==> src/sv/bis_pkg.sv <==
// Shared types, sizes and codes for the indexed block search.
package bis_pkg;

  // Storage geometry.
  localparam int MAX_BLOCKS = 8;
  localparam int BLOCK_SIZE = 8;
  localparam int DEPTH      = MAX_BLOCKS * BLOCK_SIZE;

  // Field and index widths.
  localparam int BLK_W  = 3;
  localparam int OFF_W  = 3;
  localparam int ADDR_W = BLK_W + OFF_W;
  localparam int VAL_W  = 32;
  localparam int POS_W  = 6;
  localparam int REG_W  = 4;
  localparam int CNT_W  = 4;
  localparam int CIDX_W = 1;

  // Most negative element value, the reset value of every block maximum.
  localparam logic signed [VAL_W-1:0] MOST_NEG = {1'b1, {(VAL_W-1){1'b0}}};

  // Register reset values.
  localparam logic [REG_W-1:0] BLOCKS_RST = 4'd3;
  localparam logic [REG_W-1:0] LENGTH_RST = 4'd6;

  // Register indexes.
  localparam logic [CIDX_W-1:0] REG_BLOCKS_IN_USE = 1'b0;
  localparam logic [CIDX_W-1:0] REG_BLOCK_LENGTH  = 1'b1;

  // Operation codes.
  localparam logic OP_LOAD  = 1'b0;
  localparam logic OP_QUERY = 1'b1;

  typedef logic signed [VAL_W-1:0] elem_t;

  // Limited configuration handed to the sequencer.
  typedef struct packed {
    logic [CNT_W-1:0] nblk;
    logic [CNT_W-1:0] len;
  } cfg_t;

  // Sequencer states.
  typedef enum logic [3:0] {
    ST_IDLE = 4'b0001,
    ST_MAX  = 4'b0010,
    ST_ELEM = 4'b0100,
    ST_DONE = 4'b1000
  } state_t;

endpackage

==> src/sv/bis_if.sv <==
// Handshake channels for load/query transactions and search results.
interface bis_in_if;
  logic                          valid;
  logic                          ready;
  logic                          operation;
  logic [bis_pkg::BLK_W-1:0]     block_number;
  logic [bis_pkg::OFF_W-1:0]     offset_in_block;
  logic signed [bis_pkg::VAL_W-1:0] value;

  modport source (output valid, operation, block_number, offset_in_block, value,
                  input ready);
  modport sink   (input valid, operation, block_number, offset_in_block, value,
                  output ready);
endinterface

interface bis_out_if;
  logic                      valid;
  logic                      ready;
  logic                      found;
  logic [bis_pkg::POS_W-1:0] position;

  modport source (output valid, found, position, input ready);
  modport sink   (input valid, found, position, output ready);
endinterface

==> src/sv/block_index_search.sv <==
// Indexed block search top level: configuration registers, sequencer and element store.
// A load takes no result. A query is accepted, then scans the maxima of the first blocks_in_use
// blocks, then scans up to block_length elements of the chosen block through the registered
// read port, then hands off its result, waiting while the prior result is still held.
// Synchronous active-low reset clears the block maxima to the most negative value and
// restores blocks_in_use to 3 and block_length to 6; the element store is not cleared.
module block_index_search (
  input  logic                         clk,
  input  logic                         rst_n,
  bis_in_if.sink                       in_ch,
  bis_out_if.source                    out_ch,
  input  logic                         cfg_we,
  input  logic [bis_pkg::CIDX_W-1:0]   cfg_index,
  input  logic [bis_pkg::REG_W-1:0]    cfg_wdata
);

  logic [bis_pkg::REG_W-1:0]   blocks_in_use_r;
  logic [bis_pkg::REG_W-1:0]   block_length_r;
  bis_pkg::cfg_t               cfg;
  logic                        ram_we;
  logic [bis_pkg::ADDR_W-1:0]  ram_waddr;
  logic [bis_pkg::VAL_W-1:0]   ram_wdata;
  logic [bis_pkg::ADDR_W-1:0]  ram_raddr;
  logic [bis_pkg::VAL_W-1:0]   ram_rdata;

  // Configuration register writes.
  always_ff @(posedge clk) begin
    if (!rst_n) begin
      blocks_in_use_r <= bis_pkg::BLOCKS_RST;
      block_length_r  <= bis_pkg::LENGTH_RST;
    end else if (cfg_we) begin
      unique case (cfg_index)
        bis_pkg::REG_BLOCKS_IN_USE: blocks_in_use_r <= cfg_wdata;
        bis_pkg::REG_BLOCK_LENGTH:  block_length_r  <= cfg_wdata;
        default: ;
      endcase
    end
  end

  // Limit the registers to the storage geometry.
  always_comb begin
    cfg.nblk = (blocks_in_use_r > bis_pkg::CNT_W'(bis_pkg::MAX_BLOCKS))
               ? bis_pkg::CNT_W'(bis_pkg::MAX_BLOCKS) : blocks_in_use_r;
    cfg.len  = (block_length_r > bis_pkg::CNT_W'(bis_pkg::BLOCK_SIZE))
               ? bis_pkg::CNT_W'(bis_pkg::BLOCK_SIZE) : block_length_r;
  end

  bis_seq u_seq (
    .clk       (clk),
    .rst_n     (rst_n),
    .cfg       (cfg),
    .in_ch     (in_ch),
    .out_ch    (out_ch),
    .ram_we    (ram_we),
    .ram_waddr (ram_waddr),
    .ram_wdata (ram_wdata),
    .ram_raddr (ram_raddr),
    .ram_rdata (ram_rdata)
  );

  bis_ram #(
    .WIDTH (bis_pkg::VAL_W),
    .DEPTH (bis_pkg::DEPTH)
  ) u_store (
    .clk   (clk),
    .we    (ram_we),
    .waddr (ram_waddr),
    .wdata (ram_wdata),
    .raddr (ram_raddr),
    .rdata (ram_rdata)
  );

endmodule

==> src/sv/bis_ram.sv <==
// Generic single-port-write, single-port-read RAM with registered read data.
module bis_ram #(
  parameter int WIDTH = 32,
  parameter int DEPTH = 64
) (
  input  logic                     clk,
  input  logic                     we,
  input  logic [$clog2(DEPTH)-1:0] waddr,
  input  logic [WIDTH-1:0]         wdata,
  input  logic [$clog2(DEPTH)-1:0] raddr,
  output logic [WIDTH-1:0]         rdata
);

  logic [WIDTH-1:0] mem [DEPTH];

  // Write port and registered read port.
  always_ff @(posedge clk) begin
    if (we) begin
      mem[waddr] <= wdata;
    end
    rdata <= mem[raddr];
  end

endmodule

==> src/sv/bis_seq.sv <==
// Search sequencer: block maximum table, shared compare unit and result register.
module bis_seq (
  input  logic                         clk,
  input  logic                         rst_n,
  input  bis_pkg::cfg_t                cfg,
  bis_in_if.sink                       in_ch,
  bis_out_if.source                    out_ch,
  output logic                         ram_we,
  output logic [bis_pkg::ADDR_W-1:0]   ram_waddr,
  output logic [bis_pkg::VAL_W-1:0]    ram_wdata,
  output logic [bis_pkg::ADDR_W-1:0]   ram_raddr,
  input  logic [bis_pkg::VAL_W-1:0]    ram_rdata
);

  bis_pkg::state_t                 state_r, state_nxt;
  bis_pkg::elem_t                  max_r [bis_pkg::MAX_BLOCKS];
  bis_pkg::elem_t                  key_r, key_nxt;
  bis_pkg::elem_t                  best_r, best_nxt;
  bis_pkg::elem_t                  cur_max;
  logic [bis_pkg::CNT_W-1:0]       cnt_r, cnt_nxt;
  logic [bis_pkg::BLK_W-1:0]       chosen_r, chosen_nxt;
  logic                            have_r, have_nxt;
  logic                            rd_v_r, rd_v_nxt;
  logic [bis_pkg::OFF_W-1:0]       rd_off_r, rd_off_nxt;
  logic                            res_found_r, res_found_nxt;
  logic [bis_pkg::POS_W-1:0]       res_pos_r, res_pos_nxt;
  logic                            out_valid_r, out_valid_nxt;
  logic                            out_found_r, out_found_nxt;
  logic [bis_pkg::POS_W-1:0]       out_pos_r, out_pos_nxt;
  logic                            in_fire;
  logic                            do_load;
  logic                            issue;
  logic [bis_pkg::POS_W:0]         pos_full;

  assign in_ch.ready     = (state_r == bis_pkg::ST_IDLE);
  assign in_fire         = in_ch.valid && in_ch.ready;
  assign do_load         = in_fire && (in_ch.operation == bis_pkg::OP_LOAD);
  assign out_ch.valid    = out_valid_r;
  assign out_ch.found    = out_found_r;
  assign out_ch.position = out_pos_r;

  // A load writes the element store directly from the transaction.
  assign ram_we    = do_load;
  assign ram_waddr = {in_ch.block_number, in_ch.offset_in_block};
  assign ram_wdata = in_ch.value;
  assign ram_raddr = {chosen_r, cnt_r[bis_pkg::OFF_W-1:0]};

  assign cur_max = max_r[cnt_r[bis_pkg::BLK_W-1:0]];
  assign issue   = (cnt_r < cfg.len);
  assign pos_full = (bis_pkg::POS_W+1)'(chosen_r) * (bis_pkg::POS_W+1)'(cfg.len)
                    + (bis_pkg::POS_W+1)'(rd_off_r);

  // Next-state logic of the search sequencer.
  always_comb begin
    state_nxt     = state_r;
    key_nxt       = key_r;
    best_nxt      = best_r;
    cnt_nxt       = cnt_r;
    chosen_nxt    = chosen_r;
    have_nxt      = have_r;
    rd_v_nxt      = 1'b0;
    rd_off_nxt    = rd_off_r;
    res_found_nxt = res_found_r;
    res_pos_nxt   = res_pos_r;
    out_valid_nxt = out_valid_r && !out_ch.ready;
    out_found_nxt = out_found_r;
    out_pos_nxt   = out_pos_r;
    unique case (state_r)
      bis_pkg::ST_IDLE: begin
        if (in_fire && (in_ch.operation == bis_pkg::OP_QUERY)) begin
          key_nxt       = in_ch.value;
          cnt_nxt       = '0;
          have_nxt      = 1'b0;
          chosen_nxt    = '0;
          res_found_nxt = 1'b0;
          res_pos_nxt   = '0;
          state_nxt     = (cfg.nblk == '0) ? bis_pkg::ST_DONE : bis_pkg::ST_MAX;
        end
      end
      bis_pkg::ST_MAX: begin
        // One block maximum per cycle through the shared comparator.
        if ((cur_max >= key_r) && (!have_r || (cur_max < best_r))) begin
          best_nxt   = cur_max;
          chosen_nxt = cnt_r[bis_pkg::BLK_W-1:0];
          have_nxt   = 1'b1;
        end
        if (cnt_r == cfg.nblk - 1'b1) begin
          cnt_nxt   = '0;
          state_nxt = (have_nxt && (cfg.len != '0)) ? bis_pkg::ST_ELEM
                                                    : bis_pkg::ST_DONE;
        end else begin
          cnt_nxt = cnt_r + 1'b1;
        end
      end
      bis_pkg::ST_ELEM: begin
        // Reads are issued one per cycle; each is compared in the next cycle.
        rd_v_nxt   = issue;
        rd_off_nxt = cnt_r[bis_pkg::OFF_W-1:0];
        if (issue) begin
          cnt_nxt = cnt_r + 1'b1;
        end
        if (rd_v_r) begin
          if (ram_rdata == key_r) begin
            res_found_nxt = 1'b1;
            res_pos_nxt   = pos_full[bis_pkg::POS_W-1:0];
            state_nxt     = bis_pkg::ST_DONE;
          end else if ({1'b0, rd_off_r} == cfg.len - 1'b1) begin
            state_nxt = bis_pkg::ST_DONE;
          end
        end
      end
      bis_pkg::ST_DONE: begin
        // Hand the result to the output register once it is free.
        if (!out_valid_r || out_ch.ready) begin
          out_valid_nxt = 1'b1;
          out_found_nxt = res_found_r;
          out_pos_nxt   = res_pos_r;
          state_nxt     = bis_pkg::ST_IDLE;
        end
      end
      default: state_nxt = bis_pkg::ST_IDLE;
    endcase
  end

  // Control state.
  always_ff @(posedge clk) begin
    if (!rst_n) begin
      state_r     <= bis_pkg::ST_IDLE;
      out_valid_r <= 1'b0;
      rd_v_r      <= 1'b0;
    end else begin
      state_r     <= state_nxt;
      out_valid_r <= out_valid_nxt;
      rd_v_r      <= rd_v_nxt;
    end
  end

  // Block maxima: reset to the most negative value, only ever raised by a load.
  always_ff @(posedge clk) begin
    if (!rst_n) begin
      for (int i = 0; i < bis_pkg::MAX_BLOCKS; i++) begin
        max_r[i] <= bis_pkg::MOST_NEG;
      end
    end else if (do_load && (in_ch.value > max_r[in_ch.block_number])) begin
      max_r[in_ch.block_number] <= in_ch.value;
    end
  end

  // Payload registers.
  always_ff @(posedge clk) begin
    key_r       <= key_nxt;
    best_r      <= best_nxt;
    cnt_r       <= cnt_nxt;
    chosen_r    <= chosen_nxt;
    have_r      <= have_nxt;
    rd_off_r    <= rd_off_nxt;
    res_found_r <= res_found_nxt;
    res_pos_r   <= res_pos_nxt;
    out_found_r <= out_found_nxt;
    out_pos_r   <= out_pos_nxt;
  end

endmodule
==> src/flat_wrapper.sv <==
// flat-port wrapper written by rule: the top's interface ports become plain ports
module block_index_search_flat 
  (clk, rst_n, cfg_we, cfg_index, cfg_wdata, in_ch_valid, in_ch_operation, in_ch_block_number, in_ch_offset_in_block, in_ch_value, in_ch_ready, out_ch_valid, out_ch_found, out_ch_position, out_ch_ready);
  bis_in_if in_ch_i ();
  bis_out_if out_ch_i ();
  input  logic clk;
  input  logic rst_n;
  input  logic cfg_we;
  input  logic [bis_pkg::CIDX_W-1:0] cfg_index;
  input  logic [bis_pkg::REG_W-1:0] cfg_wdata;
  input wire logic [$bits(in_ch_i.valid)-1:0] in_ch_valid;
  input wire logic [$bits(in_ch_i.operation)-1:0] in_ch_operation;
  input wire logic [$bits(in_ch_i.block_number)-1:0] in_ch_block_number;
  input wire logic [$bits(in_ch_i.offset_in_block)-1:0] in_ch_offset_in_block;
  input wire logic [$bits(in_ch_i.value)-1:0] in_ch_value;
  output wire logic [$bits(in_ch_i.ready)-1:0] in_ch_ready;
  output wire logic [$bits(out_ch_i.valid)-1:0] out_ch_valid;
  output wire logic [$bits(out_ch_i.found)-1:0] out_ch_found;
  output wire logic [$bits(out_ch_i.position)-1:0] out_ch_position;
  input wire logic [$bits(out_ch_i.ready)-1:0] out_ch_ready;
  assign in_ch_i.valid = in_ch_valid;
  assign in_ch_i.operation = in_ch_operation;
  assign in_ch_i.block_number = in_ch_block_number;
  assign in_ch_i.offset_in_block = in_ch_offset_in_block;
  assign in_ch_i.value = in_ch_value;
  assign in_ch_ready = in_ch_i.ready;
  assign out_ch_valid = out_ch_i.valid;
  assign out_ch_found = out_ch_i.found;
  assign out_ch_position = out_ch_i.position;
  assign out_ch_i.ready = out_ch_ready;
  block_index_search u_core (.clk(clk), .rst_n(rst_n), .in_ch(in_ch_i), .out_ch(out_ch_i), .cfg_we(cfg_we), .cfg_index(cfg_index), .cfg_wdata(cfg_wdata));
endmodule
==> config.mk <==
export PLATFORM = sky130hd
export DESIGN_NAME = block_index_search_flat
export DESIGN_NICKNAME = d
export VERILOG_FILES = /design/src/sv/bis_pkg.sv /design/src/sv/bis_if.sv /design/src/sv/block_index_search.sv /design/src/sv/bis_ram.sv /design/src/sv/bis_seq.sv /design/src/flat_wrapper.sv
export SDC_FILE = /design/constraint.sdc
export NUM_CORES = 2
export LEC_CHECK = 0
export BUFFER_PORTS_ARGS = -buffer_cell sky130_fd_sc_hd__buf_2
export CORE_ASPECT_RATIO = 0.7
export CORE_MARGIN = 10
export CORE_UTILIZATION = 40
export CTS_BUF_LIST = sky130_fd_sc_hd__clkbuf_16
export DETAILED_ROUTE_END_ITERATION = 8
export PLACE_DENSITY = 0.58
export SLEW_MARGIN = 15
export SYNTH_ARGS = -nofsm -noshare
export SYNTH_HDL_FRONTEND = slang
export SYNTH_HIERARCHICAL = 1
export SYNTH_SLANG_ARGS = --single-unit
==> constraint.sdc <==
create_clock -name clk -period 8.7 [get_ports clk]
set_clock_uncertainty 0.15 [all_clocks]
set_input_delay 0.435 -clock clk [delete_from_list [all_inputs] [get_ports clk]]
set_output_delay 0.435 -clock clk [all_outputs]
set_load 0.05 [all_outputs]
==> flow_summary.toml <==
[clock_tree]
cts_resized = 0
clock_sinks = 2442
clockBufferDepth = 4
clk_pin_slew_ps = 60
cts_inserted_buffers = 223
cts_tree = "yes"
cts.htree.levels = 4
worst_skew_pair.late_latency_ps = 870
root_buffer = "clkbuf_16"

[pwr]
power_density_nw_per_um2 = 219
finalPower_mw = 24.3
vdd_drop_max_mv = 0.155
p_leak_nw = 34.7

[detailed_routing]
postRouteAntennaNets = 0
drcViolationCount = 0
routedWlPerCell_microns = 32.4
dr_wl_met3_mm = 34.2
routed.top_layer = "met4"
wirelength_mm = 278
met1_length_mm = 124
dr.pass1.iters = 6
drt-initial-drc-count = 8095
vias = 52500
routed-wl-met2_mm = 114
vias_per_cell = 6.11

[yosys]
netlist_top_cells_area = "edfxtp_1 73%, mux4_2 14%, nor4_1 1.6%"
synthesis.area_sq_um = 98900
synthAdderAreaFrac_pct = 1.50
syn_nets = 5140
ys_async_sr_fraction_pct = 0
ys.flop_type = "edfxtp_1"
synth_top_family_by_area = "multiplexers"
muxShareOfSynthArea_pct = 15.2
ys_seq_area_share_pct = 73.7
synth-compound-area-share_pct = 3.13
yosys_warnings = 6
yosysTopAreaCellShare_pct = 72.7
synth_area_per_cell_sq_um = 19.9
synth-seq-cells = 2442
synth_top_area_cell = "edfxtp_1"
synth-edff-count = 2393
ys_types = 66
synthCells = 4975
synthSimpleGateAreaFrac_pct = 3.81
synth_xor_area_share_pct = 0.443

[layout]
fillers = 20600
syn2layout_area_growth_pct = 12.0
mostFrequentLayoutCells = "2393 x edfxtp_1, 608 x mux4_2, 251 x nor4_1"
fin_nets = 5250
final_common_cell = "edfxtp_1"
drive_above_1_share_pct = 24.3
fin_area_sq_um = 111000

[flow_run]
drv_cap = 0

[worst_setup_path]
reg2reg_to = "u_core/u_seq/chosen_r[2]"
critical_path_required_ps = 9010
reg2reg_depth = 11
r2r_setup_slack_ps = 2890
crit_type = "flop to flop"
crit_path_end_kind = "flop"
crit_arrival_ps = 6120
start_kind = "flop"
cpMaxStageDelayCell = "dfxtp_4"
slowest_delay_ps = 790
crit_chain = "buf_4 > mux4_2 > mux2_2 > ha_1 > a211oi_2 > o21ai_1 > a221o_1 > a221o_1 > a211oi_2 > o21ai_0 > o31ai_1"
critPathMaxFanout = 32

[floorplan]
die_area_sq_um = 268000
die_y_microns = 436
die_w_microns = 614
core_area_sq_um = 246000
initial_core_util_pct = 40.3
num_rows = 152
ioPinCount = 58

[grt]
grt_pass1_vias = 51100
grt_use_total_pct = 20.0
grt_first_pass_wirelength_mm = 390
grt_overflow = 0
antenna_found_initial = 28
grt_max_degree = 209

[place]
place_area_sq_um = 104000
gp_congestion = 0.837
hpwl_mm = 156
port_buffers = 57

[sta]
maxSlewHeadroom_pct = 20.4
worst_slew_pin_slew_ps = 1190
fmax_mhz = 172
setup_viol = 0
period_needed_ps = 5810
tns_ps = 0
whs_ps = 126
rsz0062_at_grt = "no"
finalCritPeriodShare_pct = 66.8
slew_violations = 0
hold_viol = 0

[status]
status = "finished, final reports clean"

[min_path]
whs_path_depth = 3
min_to = "u_core/u_seq/have_r"
hp-class = "input pin to flop"
min-delay-start = "in_ch_valid"
==> cell usage after synthesis (all sizes together) (4+ instances only) <==
cell type and n:
o221ai 27, nor2 173, fa 4, o22ai 85, mux2 34, nand2 70, o31ai 11, a211oi 10
xnor2 45, a311oi 8, inv 117, o21ai 29, and4 4, edfxtp 2393, or2 6, or4 8
o211ai 5, buf 184, mux2i 99, a41o 4, a21o 12, mux4 608, a22oi 84, dfxtp 49
a21oi 101, clkbuf 178, and3 36, nor3 19, a31oi 4, nor4 251, or3b 7, a22o 28
and2 15, nand2b 11, o32ai 4, ha 112, xor2 5, nand3b 9, nand4 27, nand3 21
nor2b 27, or3 5, a221oi 28
==> critical path: cells and delay by family (launching register included) <==
kind,cells,cell delay [ps]
adders and majority gates,1,340
muxes,2,960
buffers and inverters,1,660
AOI/OAI and AO/OA,7,2410
DFF,1,790
==> logic make-up (layout without fill, tap and decap cells) <==
family                   Yosys count  count (layout)
flip-flops                      2442            2442
multiplexers                     741             741
AND/OR/NAND/NOR                  696             696
buffers and inverters            480             770
AO/OA/AOI/OAI                    450             450
adder cells (fa/ha/maj)          116             116
XOR/XNOR                          50              50
other                              0               8
==> cell type report <==
cell class	instances	area [sq um]	share of cell area (%)
Clock inverter	174	1200	1.08
Inverter	118	443	0.400
Sequential cell	2442	72800	65.8
Multi-Input combinational cell	2053	24500	22.1
Timing Repair Buffer	247	1850	1.67
Tap cell	3311	4140	3.74
Clock buffer	231	5780	5.22
Antenna cell	8	20.0	0.0181
==> power breakdown <==
| part | total (mW) | internal (mW) | switching (mW) |
|---|---|---|---|
| clock network | 9.57 | 5.26 | 4.31 |
| logic | 1.63 | 0.511 | 1.12 |
| registers | 13.1 | 13.0 | 0.0697 |
==> worst max path at each step <==
stage	start	end	slack (ps)	cells after the start
4_1_cts	flop	u_core/u_seq/chosen_r[2]	2970	11
6_report	flop	u_core/u_seq/chosen_r[2]	2890	11
5_1_grt	flop	u_core/u_seq/chosen_r[0]	2640	11
3_5_place_dp	in_ch_block_number[1]	u_core/u_seq/max_r[0][10]	2560	16
3_3_place_gp	in_ch_block_number[1]	u_core/u_seq/max_r[0][10]	2650	16
2_1_floorplan	in_ch_block_number[0]	u_core/u_seq/max_r[4][0]	2020	16
==> per-stage QoR <==
step                std cells  utilization (%)  setup WS, ps
detailed placement       8155             42.2          2560
global route             8577             45.1          2640
global placement         8155             42.2          2650
CTS                      8576             45.1          2970
floorplan                4975                -          2020
finish                   8584             45.1          2890
==> state kept, by name (all words and copies together) (netlist names), 3 cells and up, named ones only <==
register,count
u_core/block_length_r,4
u_core/u_seq/best_r,32
u_core/u_seq/max_r,256
u_core/u_seq/key_r,32
u_core/u_seq/state_r,4
u_core/u_seq/chosen_r,3
u_core/u_store/mem,2048
u_core/u_seq/rd_off_r,3
u_core/blocks_in_use_r,4
u_core/u_seq/out_ch.position,6
u_core/u_seq/res_pos_r,6
u_core/u_seq/cnt_r,4
u_core/u_store/rdata,32
==> metal layers <==
metal / track usage [%] / vias to the layer above
met3: 6.07 / 353
met1: 31.4 / 28200
li1: - / 21000
met5: 0 / -
met2: 27.2 / 2838
met4: 4.49 / 0
==> timing repair <==
| item | 4_1_cts | 5_1_grt |
|---|---|---|
| setup buffers | 0 | 0 |
| hold buffers | 16 | 0 |
| endpoints found under the hold margin | 11 | 0 |
(Power assumes the default switching activity.)
